**src/rtl/spwf_ram.sv**
```systemverilog
// Generic simple dual-port RAM with one write port and a registered read port.
module spwf_ram #(
  parameter int WIDTH = 16,
  parameter int DEPTH = 256
) (
  input  logic                     clk,
  input  logic                     we,
  input  logic [$clog2(DEPTH)-1:0] waddr,
  input  logic [WIDTH-1:0]         wdata,
  input  logic [$clog2(DEPTH)-1:0] raddr,
  output logic [WIDTH-1:0]         rdata
);

  logic [WIDTH-1:0] mem [DEPTH];

  always_ff @(posedge clk) begin
    if (we) begin
      mem[waddr] <= wdata;
    end
    rdata <= mem[raddr];
  end

endmodule

```
**config.mk**
```make
export PLATFORM = sky130hd
export DESIGN_NAME = spwf_ram
export DESIGN_NICKNAME = d
export VERILOG_FILES = /design/src/rtl/spwf_ram.sv
export SDC_FILE = /design/constraint.sdc
export NUM_CORES = 2
export LEC_CHECK = 0
export BUFFER_PORTS_ARGS = -buffer_cell sky130_fd_sc_hd__buf_2
export CORE_AREA = 8 8 725 727
export CTS_BUF_LIST = sky130_fd_sc_hd__clkbuf_8 sky130_fd_sc_hd__clkbuf_16
export DETAILED_ROUTE_END_ITERATION = 7
export DIE_AREA = 0 0 733 735
export GPL_TIMING_DRIVEN = 0
export PLACE_DENSITY = 0.51
export SETUP_SLACK_MARGIN = 0.02
export SLEW_MARGIN = 15
export SYNTH_ARGS = -nofsm -noshare
export SYNTH_HDL_FRONTEND = slang
export SYNTH_SLANG_ARGS = --single-unit
```
**constraint.sdc**
```tcl
create_clock -name clk -period 3.75 [get_ports clk]
set_clock_uncertainty 0.2 [all_clocks]
set_input_delay 0.375 -clock clk [delete_from_list [all_inputs] [get_ports clk]]
set_output_delay 0.375 -clock clk [all_outputs]
set_load 0.05 [all_outputs]
```
==> impl_metrics.json <==
{
  "path_buf_inv": 6,
  "slew_headroom_pct": 10.6,
  "crit_chain": "clkbuf_2 -> inv_1 -> buf_2 -> clkbuf_2 -> clkbuf_2 -> o221ai_1 -> o22ai_1 -> nor3_2 -> nor3_1 -> nor4_2 -> buf_6",
  "hold_viol": 0,
  "firstDrtPassIters": 8,
  "netlist_instances": 7360,
  "layout_commonest_cell": "edfxtp_1",
  "startpoint_type": "primary input",
  "crit_path_end_kind": "register",
  "synth_nets": 7394,
  "grt_pass1_wl_mm": 706,
  "leakage_nw": 58.4,
  "cts_buffers": 416,
  "post-route-drc-count": 4,
  "port_buffers": 39,
  "fin_crit_sh_pct": 105,
  "antenna_found_initial": 56,
  "ir_drop_v": 0.000391,
  "max_stage_delay_ps": 840,
  "cts-root-buf": "clkbuf_16",
  "cts.clk_slew.worst_paths_ps": 60,
  "final_cells": 15300,
  "grt_pass1_vias": 82300,
  "synth_top_area_share_pct": 77.5,
  "via_per_inst": 5.41,
  "slew_viol_final": 0,
  "nets": 8137,
  "final_core_util_pct": 36.3,
  "synth_area_leader_cell": "edfxtp_1",
  "holdPathEnd": "mem[210][4]",
  "p_total_mw": 97.1,
  "ys_warn_count": 0,
  "io_pins": 50,
  "track_usage_pct": 18.8,
  "routed_wl_mm": 524,
  "place_area_um2": 173000,
  "ys_top_cells_by_area": "edfxtp_1, mux4_2, mux2i_1",
  "ant_nets": 0,
  "clock_latency_ps": 1050,
  "synth-main-ff-cell": "edfxtp_1",
  "final_cell_mix": "edfxtp_1, mux4_2, mux2i_1",
  "synth_edf_count": 4096,
  "place_ws_ps": -2430,
  "worstReg2RegStart": "mem[131][0]",
  "crit_type": "in -> reg",
  "gp_congestion": 0.928,
  "holdPathStages": 3,
  "die_h_um": 735,
  "syn2layout_area_growth_pct": 17.7,
  "synth_cell_types": 52,
  "cp.required_ps": 4460,
  "setup-tns-final_ps": -656,
  "hpwlAfterDp_mm": 364,
  "num_rows": 264,
  "initial_utilization_pct": 30.8,
  "holdCritStartpoint": "waddr[6]",
  "finalCriticalPeriod_ps": 3950,
  "grt-ovfl-total": 0,
  "reg2reg_depth": 7,
  "postCtsSetupBuffers": 0,
  "core_um2": 515000,
  "die_w_um": 733,
  "layout_setup_ws_ps": -197,
  "cts.path.max_buffers": 4,
  "setup_viol": 8,
  "outcome": "complete, but fails checks",
  "holdCritPathClass": "in -> reg",
  "synth_seq_cells": 4112,
  "yosysSeqAreaShare_pct": 77.7,
  "grt_max_degree": 121,
  "wl_per_cell_um": 34.4,
  "r2r_slack_ps": 540,
  "timing.rr.end": "rdata[0]",
  "die_area_um2": 539000,
  "async_flop_share_pct": 0,
  "path_max_fanout": 10,
  "cp_top_family": "buffers and inverters",
  "p_per_area_nw_per_um2": 520,
  "cts_tree": "built",
  "fin_area_um2": 187000,
  "cp_common_cell": "clkbuf_2",
  "max_freq_mhz": 253,
  "syn-cell-area_um2": 159000,
  "worst_pin_slew_ps": 1340,
  "holdWs_ps": 140,
  "slowest_stage": "nor3_1",
  "vias": 82500,
  "crit_arrival_ps": 4660,
  "violations": "design-rule violations, negative setup slack",
  "syn_area_per_cell_um2": 21.6,
  "h-tree-depth": 5,
  "dp.cells": 14500,
  "drt_iter0_drc": 10700,
  "maxCapViolations": 0,
  "drive_gt1_share_pct": 28.4,
  "grt_setup_unrepaired": "yes",
  "cts_num_sinks": 4112
}
state kept, by name, indices dropped and copies added (netlist names):
signal / flops
mem: 4096
rdata: 16
power by group:
| part | internal, mW | switching, mW |
|---|---|---|
| clock | 22.6 | 17.9 |
| combinational | 1.81 | 4.16 |
| sequential | 50.7 | 0.0429 |
| total | 75.0 | 22.1 |
worst register-to-register path: cells and delay by family, from the launching register on:
kind            cells  cell delay [ps]
mux                 2              850
buf+inv             1              220
simple gates        1              190
flops               1              360
compound gates      3             1250
synth_stat cells, types with 2 or more instances:
cell type	instances
a2111oi_0	6
a211oi_1	18
a21o_1	2
a21oi_1	175
a221oi_1	28
a22o_1	32
a22oi_1	43
a31oi_1	6
and3_1	11
and4_1	2
buf_1	27
buf_12	5
buf_2	76
buf_4	26
buf_6	77
buf_8	11
clkbuf_1	230
dfxtp_1	16
edfxtp_1	4096
inv_1	3
mux2_2	88
mux2i_1	565
mux4_2	797
nand2_1	38
nand2b_1	3
nand3_1	35
nand4_1	26
nand4b_1	3
nor2_1	304
nor2b_1	9
nor3_1	92
nor4_1	17
nor4bb_1	2
o21ai_0	37
o221ai_1	252
o22ai_1	148
o31ai_1	16
o32ai_1	20
or2_2	4
or3_1	2
area by class of cell:
type	count	area (µm²)
diodes	30	75.1
plain buffers	452	2890
clock buffers	423	10600
clock inverters	331	2510
fillers	46900	328000
inverters	4	17.5
multi-input cells	2792	34200
flip-flops and latches	4112	123000
well taps	6783	8490
repair buffers	325	4640
how the worst max path moves through the flow:
stage / slack, ps / to / from / cells past startpoint
after CTS: 30 / rdata[7] / raddr[3] / 10
after floorplan: 1010 / mem[235][0] / waddr[3] / 6
after global placement: -4340 / rdata[0] / raddr[2] / 9
after detailed placement: -2430 / rdata[1] / raddr[2] / 10
after global routing: -60 / rdata[0] / raddr[2] / 11
final: -200 / rdata[0] / raddr[4] / 11
routing by layer:
metal	GRT usage (%)	vias up	part of all wire (%)
met5	0	-	0.016
met4	7.46	12	4.7
met3	4.32	879	9.1
met2	30.0	4135	47
met1	24.8	44600	40
li1	-	32900	-
logic make-up after synthesis:
kind of cell           Yosys count  share of synthesized area [%]
AOI/OAI and AO/OA              786                           3.54
buffers and inverters          456                           1.69
DFF                           4112                           77.7
muxes                         1450                           15.5
and+or+nand+nor                556                           1.57
timing repair:
action / CTS / global route
pin swaps: 1 / 1
endpoints found under the hold margin: 1846 / 0
hold buffers: 16 / 0
resized for setup: 127 / 19
setup endpoints to repair: 16 / 13
No activity file was read; power rests on OpenSTA's default activity.
